==> src/rtl/ecal_pkg.sv <==
package ecal_pkg;

  localparam int unsigned TimeWidth = 32;
  localparam int unsigned DayWidth  = 16;
  localparam int unsigned TodWidth  = 17;

  // seconds from 1901-01-01 to the epoch
  localparam logic [32:0] EpochBias = 33'd2177452800;

  // reciprocals; each is exact over the full range of its dividend
  localparam logic [26:0] Recip675  = 27'd101806633;  // shift 36, dividend < 2^26
  localparam logic [17:0] Recip60   = 18'd139811;     // shift 23, dividend < 86400
  localparam logic [11:0] Recip60m  = 12'd2185;       // shift 17, dividend < 1440
  localparam logic [16:0] Recip1461 = 17'd91868;      // shift 27, dividend < 2^16
  localparam logic [16:0] Recip7    = 17'd74899;      // shift 19, dividend < 2^16 + 2

  localparam logic [8:0] MonthStart [12] = '{
    9'd0, 9'd31, 9'd59, 9'd90, 9'd120, 9'd151,
    9'd181, 9'd212, 9'd243, 9'd273, 9'd304, 9'd334
  };

  localparam logic [3:0] LastMonth = 4'd11;
  localparam logic [2:0] EpochWeekdayOffset = 3'd2;  // day 0 of 1901 count is a tuesday

  typedef struct packed {
    logic [4:0] day_of_month;
    logic [3:0] month;
    logic [7:0] years_since_1900;
    logic [2:0] weekday;
    logic [8:0] day_of_year;
  } date_t;

  function automatic logic [8:0] first_day(input logic [3:0] mon, input logic leap);
    logic [8:0] base;
    base = MonthStart[mon];
    return base + {8'd0, (leap && (mon > 4'd1))};
  endfunction

endpackage

==> src/rtl/ecal_date.sv <==
module ecal_date
  import ecal_pkg::*;
(
  input  logic                clk,
  input  logic                rst_n,
  input  logic                day_valid,
  input  logic [DayWidth-1:0] day_count,
  output logic                date_valid,
  output date_t               date
);

  // stage 1: quotients by 1461 and by 7
  logic [32:0] quad_prod;
  logic [16:0] wk_num;
  logic [33:0] wk_prod;
  logic        v1_r;
  logic [DayWidth-1:0] days1_r;
  logic [5:0]  quad1_r;
  logic [12:0] wq1_r;

  assign quad_prod = 33'(day_count) * 33'(Recip1461);
  assign wk_num    = 17'(day_count) + 17'(EpochWeekdayOffset);
  assign wk_prod   = 34'(wk_num) * 34'(Recip7);

  // stage 2: remainders
  logic [16:0] quad_x;
  logic [15:0] wq_x;
  logic [16:0] wk_num1;
  logic        v2_r;
  logic [10:0] rest2_r;
  logic [5:0]  quad2_r;
  logic [2:0]  wday2_r;

  assign quad_x  = 17'(quad1_r) * 17'd1461;
  assign wq_x    = 16'(wq1_r) * 16'd7;
  assign wk_num1 = 17'(days1_r) + 17'(EpochWeekdayOffset);

  // stage 3: year within the four-year cycle
  logic [1:0]  yin;
  logic        v3_r;
  logic [8:0]  yday3_r;
  logic        leap3_r;
  logic [7:0]  year3_r;
  logic [2:0]  wday3_r;

  always_comb begin
    if (rest2_r >= 11'd1095) begin
      yin = 2'd3;
    end else if (rest2_r >= 11'd730) begin
      yin = 2'd2;
    end else if (rest2_r >= 11'd365) begin
      yin = 2'd1;
    end else begin
      yin = 2'd0;
    end
  end

  logic [10:0] yin_off;
  always_comb begin
    case (yin)
      2'd1:    yin_off = 11'd365;
      2'd2:    yin_off = 11'd730;
      2'd3:    yin_off = 11'd1095;
      default: yin_off = 11'd0;
    endcase
  end

  // stage 4: month search over the cumulative table
  logic [3:0] mon;
  logic [8:0] mon_start;
  logic [8:0] dom_full;
  logic       v4_r;
  date_t      date4_r;

  always_comb begin
    mon = 4'd0;
    for (int i = 1; i <= 11; i++) begin
      if (yday3_r >= first_day(4'(i), leap3_r)) mon = mon + 4'd1;
    end
  end

  assign mon_start = first_day(mon, leap3_r);
  assign dom_full  = yday3_r - mon_start + 9'd1;

  always_ff @(posedge clk) begin
    if (!rst_n) begin
      v1_r <= 1'b0;
      v2_r <= 1'b0;
      v3_r <= 1'b0;
      v4_r <= 1'b0;
    end else begin
      v1_r <= day_valid;
      v2_r <= v1_r;
      v3_r <= v2_r;
      v4_r <= v3_r;
    end
    days1_r <= day_count;
    quad1_r <= quad_prod[32:27];
    wq1_r   <= wk_prod[31:19];

    rest2_r <= days1_r[10:0] - quad_x[10:0];
    quad2_r <= quad1_r;
    wday2_r <= wk_num1[2:0] - wq_x[2:0];

    yday3_r <= 9'(rest2_r - yin_off);
    leap3_r <= (yin == 2'd3);
    year3_r <= 8'd1 + {quad2_r, 2'b00} + 8'(yin);
    wday3_r <= wday2_r;

    date4_r.day_of_month     <= dom_full[4:0];
    date4_r.month            <= mon;
    date4_r.years_since_1900 <= year3_r;
    date4_r.weekday          <= wday3_r;
    date4_r.day_of_year      <= yday3_r;
  end

  assign date_valid = v4_r;
  assign date       = date4_r;

  a_month_range: assert property (@(posedge clk) disable iff (!rst_n)
    v4_r |-> (date4_r.month <= LastMonth))
    else $error("month out of range");

  a_yday_leap: assert property (@(posedge clk) disable iff (!rst_n)
    (v3_r && !leap3_r) |-> (yday3_r < 9'd365))
    else $error("day of year past end of common year");

  a_dom_range: assert property (@(posedge clk) disable iff (!rst_n)
    v4_r |-> (date4_r.day_of_month != 5'd0 && date4_r.weekday < 3'd7))
    else $error("day of month or weekday out of range");

endmodule

==> src/rtl/epoch_seconds_to_calendar_core.sv <==
// channel   | ports                                    | direction
// ----------+------------------------------------------+--------------------
// input     | start, busy, in_seconds                  | in (busy out)
// result    | out_valid, out_second .. out_day_of_year | out
//
// fully pipelined: one timestamp accepted every cycle, busy is never raised;
// each result passes through the registered stages of the reciprocal
//   multiplier chain (seconds to days, days to four-year cycles, months)
// synchronous active-low reset clears the valid bits only
// results are shown for a single cycle and the receiver cannot stall them
module epoch_seconds_to_calendar_core
  import ecal_pkg::*;
(
  input  logic                 clk,
  input  logic                 rst_n,
  input  logic                 start,
  output logic                 busy,
  input  logic [TimeWidth-1:0] in_seconds,
  output logic                 out_valid,
  output logic [5:0]           out_second,
  output logic [5:0]           out_minute,
  output logic [4:0]           out_hour,
  output logic [4:0]           out_day_of_month,
  output logic [3:0]           out_month,
  output logic [7:0]           out_years_since_1900,
  output logic [2:0]           out_weekday,
  output logic [8:0]           out_day_of_year
);

  logic accept;
  assign busy   = 1'b0;
  assign accept = start && !busy;

  // stage 1: rebias to seconds since 1901, always positive
  logic [32:0] total_nxt;
  logic        v1_r;
  logic [32:0] total1_r;

  assign total_nxt = {in_seconds[TimeWidth-1], in_seconds} + EpochBias;

  // stage 2: days = total / 86400, as (total >> 7) / 675
  logic [52:0] day_prod;
  logic        v2_r;
  logic [DayWidth-1:0] days2_r;
  logic [9:0]  q1lo2_r;
  logic [6:0]  low2_r;

  assign day_prod = 53'(total1_r[32:7]) * 53'(Recip675);

  // stage 3: time of day
  logic [25:0] day_x;
  logic        v3_r;
  logic [DayWidth-1:0] days3_r;
  logic [TodWidth-1:0] tod3_r;

  assign day_x = 26'(days2_r) * 26'd675;

  // time of day branch, four stages to line up with the date unit
  logic [34:0] min_prod;
  logic [10:0] mins_t1_r;
  logic [TodWidth-1:0] tod_t1_r;

  assign min_prod = 35'(tod3_r) * 35'(Recip60);

  logic [22:0] hour_prod;
  logic [16:0] mins_x60;
  logic [10:0] mins_t2_r;
  logic [4:0]  hour_t2_r;
  logic [5:0]  sec_t2_r;

  assign hour_prod = 23'(mins_t1_r) * 23'(Recip60m);
  assign mins_x60  = 17'(mins_t1_r) * 17'd60;

  logic [10:0] hour_x60;
  logic [5:0]  min_t3_r;
  logic [4:0]  hour_t3_r;
  logic [5:0]  sec_t3_r;

  assign hour_x60 = 11'(hour_t2_r) * 11'd60;

  logic [5:0]  min_t4_r;
  logic [4:0]  hour_t4_r;
  logic [5:0]  sec_t4_r;

  always_ff @(posedge clk) begin
    if (!rst_n) begin
      v1_r <= 1'b0;
      v2_r <= 1'b0;
      v3_r <= 1'b0;
    end else begin
      v1_r <= accept;
      v2_r <= v1_r;
      v3_r <= v2_r;
    end
    total1_r <= total_nxt;

    days2_r <= day_prod[51:36];
    q1lo2_r <= total1_r[16:7];
    low2_r  <= total1_r[6:0];

    days3_r <= days2_r;
    tod3_r  <= {q1lo2_r - day_x[9:0], low2_r};

    mins_t1_r <= min_prod[33:23];
    tod_t1_r  <= tod3_r;

    mins_t2_r <= mins_t1_r;
    hour_t2_r <= hour_prod[21:17];
    sec_t2_r  <= tod_t1_r[5:0] - mins_x60[5:0];

    min_t3_r  <= mins_t2_r[5:0] - hour_x60[5:0];
    hour_t3_r <= hour_t2_r;
    sec_t3_r  <= sec_t2_r;

    min_t4_r  <= min_t3_r;
    hour_t4_r <= hour_t3_r;
    sec_t4_r  <= sec_t3_r;
  end

  logic  date_valid;
  date_t date;

  ecal_date u_date (
    .clk        (clk),
    .rst_n      (rst_n),
    .day_valid  (v3_r),
    .day_count  (days3_r),
    .date_valid (date_valid),
    .date       (date)
  );

  assign out_valid            = date_valid;
  assign out_second           = sec_t4_r;
  assign out_minute           = min_t4_r;
  assign out_hour             = hour_t4_r;
  assign out_day_of_month     = date.day_of_month;
  assign out_month            = date.month;
  assign out_years_since_1900 = date.years_since_1900;
  assign out_weekday          = date.weekday;
  assign out_day_of_year      = date.day_of_year;

  a_latency: assert property (@(posedge clk) disable iff (!rst_n)
    accept |-> ##7 out_valid)
    else $error("transaction lost in pipeline");

  a_no_invent: assert property (@(posedge clk) disable iff (!rst_n)
    v3_r |-> $past(v2_r))
    else $error("valid appeared without a transaction");

  a_tod_range: assert property (@(posedge clk) disable iff (!rst_n)
    out_valid |-> (out_second < 6'd60 && out_minute < 6'd60 && out_hour < 5'd24))
    else $error("time of day out of range");

endmodule

==> config.mk <==
export PLATFORM = sky130hd
export DESIGN_NAME = epoch_seconds_to_calendar_core
export DESIGN_NICKNAME = d
export VERILOG_FILES = /design/src/rtl/ecal_pkg.sv /design/src/rtl/ecal_date.sv /design/src/rtl/epoch_seconds_to_calendar_core.sv
export SDC_FILE = /design/constraint.sdc
export NUM_CORES = 2
export LEC_CHECK = 0
export ABC_AREA = 1
export BUFFER_PORTS_ARGS = -buffer_cell sky130_fd_sc_hd__buf_2
export CORE_MARGIN = 2
export CORE_UTILIZATION = 65
export DETAILED_ROUTE_END_ITERATION = 6
export GPL_TIMING_DRIVEN = 0
export PLACE_DENSITY = 0.84
export SLEW_MARGIN = 20
export SYNTH_ARGS = -nofsm -noshare
export SYNTH_HDL_FRONTEND = slang
export SYNTH_SLANG_ARGS = --single-unit
==> constraint.sdc <==
create_clock -name clk -period 23.9 [get_ports clk]
set_input_delay 0 -clock clk [delete_from_list [all_inputs] [get_ports clk]]
set_output_delay 0 -clock clk [all_outputs]
set_load 0.005 [all_outputs]
### Word-level counts from Yosys, hierarchy flattened

Memories as Yosys holds them, arrays and structs flattened.
Index checks and enable logic that the tools add are counted.

* bits in registers: 274
* memory bits (read-only): 144
* memories: 1
* word-level logic and storage cells: 122
* output and inout port bits: 48

Memory list
* (name not given): depth 16, bits a word 9, rd ports 1, clocked after memory_dff 0, wr ports 0, RTL line ecal_pkg.sv:35 `base = MonthStart[mon];`

* add/subtract/negate cells: 34
* equality and inequality tests: 3
* mux-type cells: 17
* order comparisons: 16
* bitwise operators: 1
* reductions and logical operators: 1
* $mul: 10

Operator list (number)
* $ge A9 B9 Y1: 7
* $mul A26 B27 Y52 const B: 1
* $mux W4: 10
* $add A4 B1 Y4 const B: 9
* $add A8 B1 Y9 const A: 4
* $mul A17 B18 Y34 const B: 1
* $add A33 B32 Y33 const B: 1
* $mul A17 B17 Y32 const B: 1
* $mul A16 B15 Y31 const B: 1
* $add A9 B1 Y9 const A: 3
* $pmux W9 S3: 1
* $mul A11 B12 Y22 const B: 1
* $ge A9 B8 Y1: 2
* $add A16 B2 Y17 const B: 1
* $add A7 B1 Y8 const A: 2
* $mul A16 B10 Y10 const B: 1
* $mul A13 B3 Y3 const B: 1
* $sub A6 B6 Y6: 2
* $ge A11 B10 Y1 const B: 1
* $ge A11 B11 Y1 const B: 1
* $ge A11 B9 Y1 const B: 1
* $mul A11 B4 Y4 const B: 1
* $mul A6 B11 Y11 const B: 1
* $sub A11 B11 Y11: 1
* other kinds (23): 27

### Depth between registers and ports, before layout

* depth after elaboration: 29
* depth in mapped cells: 54

### Hierarchy

A second synthesis with hierarchy kept.

* cells, all modules: 4143
* area, all modules: 35082.4 µm²

By module, submodules not included
* epoch_seconds_to_calendar_core: instances 1, area an instance 22200.0 µm², sequential area each 3403.3 µm², cells each 2700
* ecal_date: instances 1, area an instance 12882.4 µm², sequential area each 1881.8 µm², cells each 1443

### Worst setup path before layout

OpenSTA, ideal clock, no wires.

* path type: reg2reg
* start: register u_date.leap3_r
* end: register u_date.date4_r (netlist bit u_date.date[28])
* period minus slack after synthesis: 7.497 ns
* setup time: 0.113 ns
* arrival: 7.384 ns
* path buffers: 0
* slack: 16.403 ns
* cell stages (with the launch flop): 54
* cell sequence: dfxtp_1 > inv_1 > ha_1 > nor2_1 > o21bai_1 > a21oi_1 > inv_1 > a31oi_1 > inv_1 > ha_1 > inv_1 > nand3_2 > nand2_2 > inv_1 > ha_1 > nand2_1 > nand2_1 > ha_1 > (+18 left out) > o21a_1 > inv_1 > ha_1 > nand3_1 > nand2_1 > nand2_1 > nand2_1 > inv_1 > ha_1 > inv_1 > fa_1 > ha_1 > a21o_1 > a21oi_1 > xnor2_1 > inv_1 > nand3_1 > nand2_1

* word-level cells in the longest chain between the ends: 28

RTL lines
* start: declaration: RTL line ecal_date.sv:42 `logic leap3_r;`
* start signal: assignment: RTL line ecal_date.sv:106 `leap3_r <= (yin == 2'd3);`
* $add A6 B1 Y7: RTL line ecal_pkg.sv:36 `return base + {8'd0, (leap && (mon > 4'd1))};`
* $ge A9 B7 Y1: RTL line ecal_date.sv:78 `if (yday3_r >= first_day(4'(i), leap3_r)) mon = mon + 4'd1;`
* $mux W4: RTL line ecal_date.sv:78
* $add A4 B1 Y4: RTL line ecal_date.sv:78
* $mux W4: RTL line ecal_date.sv:78
* $add A4 B1 Y4: RTL line ecal_date.sv:78
* $mux W4: RTL line ecal_date.sv:78
* $add A4 B1 Y4: RTL line ecal_date.sv:78
* (+13 left out)
* net u_date.mon[1]: RTL line ecal_date.sv:69 `logic [3:0] mon;`
* $not A4 Y5 (implied by the code): RTL line ecal_pkg.sv:35
* $mem_v2 Z16 W9
* $mux W5 (implied by the code) (2 in series): RTL line ecal_pkg.sv:35
* $add A5 B1 Y5 *: RTL line ecal_pkg.sv:36
* $sub A5 B5 Y5 *: RTL line ecal_date.sv:83 `assign dom_full = yday3_r - mon_start + 9'd1;`
* $add A5 B1 Y5 *: RTL line ecal_date.sv:83
* net u_date.dom_full[4]: RTL line ecal_date.sv:71 `logic [8:0] dom_full;`
* end: declaration: RTL line ecal_date.sv:73 `date_t date4_r;`

The timed path passes the listed nets; every way through them passes the cells marked *. The select of a mux whose other input is x is not followed.
A chain may end at the register's enable or synchronous reset.

### Final worst setup path

Same ends and word-level chain as after synthesis.

==> metrics <==
worst clock skew=28.1 ps; WL per Instance=16.3 µm; number of DRC markers in iteration 0=1084; Placed Instances=4155; Max Cap Violations=0; clock latency on the worst-skew pair=560 ps; Ant. Diodes=0; Site Rows=81; Die Span Y=227 µm; GRT Util Overall=0.286; gp weighted congestion=0.934; top-count cell post-synth=inv_1; Fillers=3373; Worst path slowest cell=dfxtp_1; CP required=24340 ps; GRT Residual Overflow=0; synth top area cells=ha_1 30%, fa_1 25%, dfxtp_1 16%; worst-case clock buffer depth=3; pin count of the biggest net entering global routing=16; final setup fails=0; Initial Util=0.658; Slew Limit Fails=0; Worst-path clk slew=60 ps; DIE AREA=51400 µm²; Via Count=22889; Post-Synthesis Cell Area=32200 µm²; crit path from=u_date.leap3_r; post-synthesis net count=4617; critical path type=reg -> reg; Routed Antenna Nets=0; area delta synth->final=9.14%; Multi-input gate area=23600 µm²; status=finished clean; WHS=73.6 ps; slew margin rel.=0.421; post-synthesis cell type count=50; asr flop ratio synth=0; Worst R2R Start=u_date.leap3_r; crit path max fanout=5; I/O pins=83; clock sink count=264; Hold Crit Start=in_seconds[7]; first-pass GRT wire length=117 mm; Post-synth EDFFs=0; # nets final=4789; Yosys Warn Count=0; share of cells above drive strength 1=0.0513; Post-DP HPWL=56.4 mm; CP Launch Type=register; Yosys top cell area share=0.297; Post-Route WL=69.6 mm; RSZ-0062 raised after global routing=false; DP Worst Slack=15260 ps; Mapped Cells=3410; Least-Margin Pin Slew=867 ps; number of vias per cell=5.36; fin crit share=0.365; DRC=0; Final Non-Filler Cells=4272; Commonest cells post-synth=882 x inv_1, 764 x ha_1, 408 x fa_1; critical path arrival=9160 ps; H-tree levels=2; Hold Crit Class=in -> reg; core area=49000 µm²; clock root buffer=clkbuf_16; maximum operating frequency=115 MHz; endpoints failing hold=0; Avg Synthesized Cell Area=9.45 µm²; final setup margin=15170 ps; TritonCTS buffer count=34; PortBufs=81; vias in the first global route=24705; top cell type by total area after synthesis=ha_1; setup TNS=0 ps; DRT Pass-1 Iters=6; sequential share of the synthesized area=0.164; slowest stage delay, CP=470 ps; Die Span X=227 µm; CTS tree=yes; crit end category=register; Seq. cell area=5290 µm²; initial antenna violation count=0; crit path time final=8730 ps; Synth Register Bits=264; Post-synth top flop=dfxtp_1
## cell usage in the layout (no fill, tap or decap), types with 3 or more instances in the layout
cell type	count
nor3_1	19
clkbuf_16	34
o221ai_1	5
nand2_2	11
clkbuf_8	4
o31ai_1	7
nand3b_1	5
xor2_1	115
nor2_2	4
dlygate4sd3_1	55
inv_6	6
fa_1	408
a31oi_1	20
nand2_4	4
a21oi_1	156
nand3_1	81
nand2_1	300
o21bai_1	7
nor2_1	129
buf_2	82
xnor2_1	55
o211ai_1	4
ha_1	764
nand3_2	10
dfxtp_1	264
nand4_1	20
clkinv_2	5
a21o_1	12
o21a_1	8
inv_1	882
o21ai_0	79
inv_2	6
inv_8	4
nor4_1	3
## metrics by stage
stage               instance area (µm²)  utilization
floorplan                         32200            -
global placement                  33500        0.684
detailed placement                33500        0.684
CTS                               35200        0.719
global route                      35200        0.719
finish                            35200        0.719
## path summary, 6_finish.rpt
kind | slack [ps] | cells after the start | to
min reg2reg | 320 | 0 | u_date.date[14]
min | 70 | 2 | total1_r[7]
max reg2reg | 15170 | 52 | u_date.date[28]
max | 15170 | 52 | u_date.date[28]
## worst max-delay path, delay by kind of cell (launching register included)
| family | cells | cell delay [ps] |
|---|---|---|
| adder cells (fa/ha/maj) | 11 | 3180 |
| AO/OA/AOI/OAI | 11 | 2090 |
| AND/OR/NAND/NOR | 16 | 1440 |
| buffers and inverters | 11 | 900 |
| XOR/XNOR | 3 | 530 |
| flip-flops | 1 | 470 |
## final cells by class
type                    instances  area share
multi-input cells            2253       0.670
well taps                     664      0.0236
inverters                     890      0.0951
plain buffers                   3    0.000676
clock inverters                23     0.00704
clock buffers                  39      0.0259
repair buffers                136      0.0272
flip-flops and latches        264       0.150
## state kept, by name, summed over array words and instances, names as in the netlist, 9 cells and up
register,count
u_date.date,29
days2_r,16
mins_t1_r,11
u_date.days1_r,11
u_date.yday3_r,9
u_date.rest2_r,11
days3_r,16
tod3_r,17
q1lo2_r,10
total1_r,33
## kinds of logic (layout without fill, tap and decap cells)
kind of cell,count (synthesis),in the layout,share of synthesized area
adders and majority gates,1172,1172,0.550
buffers and inverters,893,1091,0.104
xor gates and xnor gates,170,170,0.0462
other,1,1,0.000116
AOI/OAI and AO/OA,313,313,0.0544
and+or+nand+nor,597,597,0.0808
DFF,264,264,0.164
## metal layers
layer | global-route usage | part of all wire | wire (µm) | vias up
met5 | 0 | 0 | 0 | -
met4 | 0.132 | 0.048 | 3330 | 0
met3 | 0.0419 | 0.051 | 3540 | 232
met2 | 0.508 | 0.50 | 34600 | 692
met1 | 0.342 | 0.40 | 28200 | 10904
li1 | - | - | - | 11061
## what timing repair did
action / CTS / global route
setup buffers: 0 / 0
hold endpoints to repair: 40 / 0
hold buffers: 55 / 0
resized for setup: 0 / 0
Power is left out: the tool's default activity adds up to more than one toggle a clock period on the data nets, which glitch-free logic cannot reach.
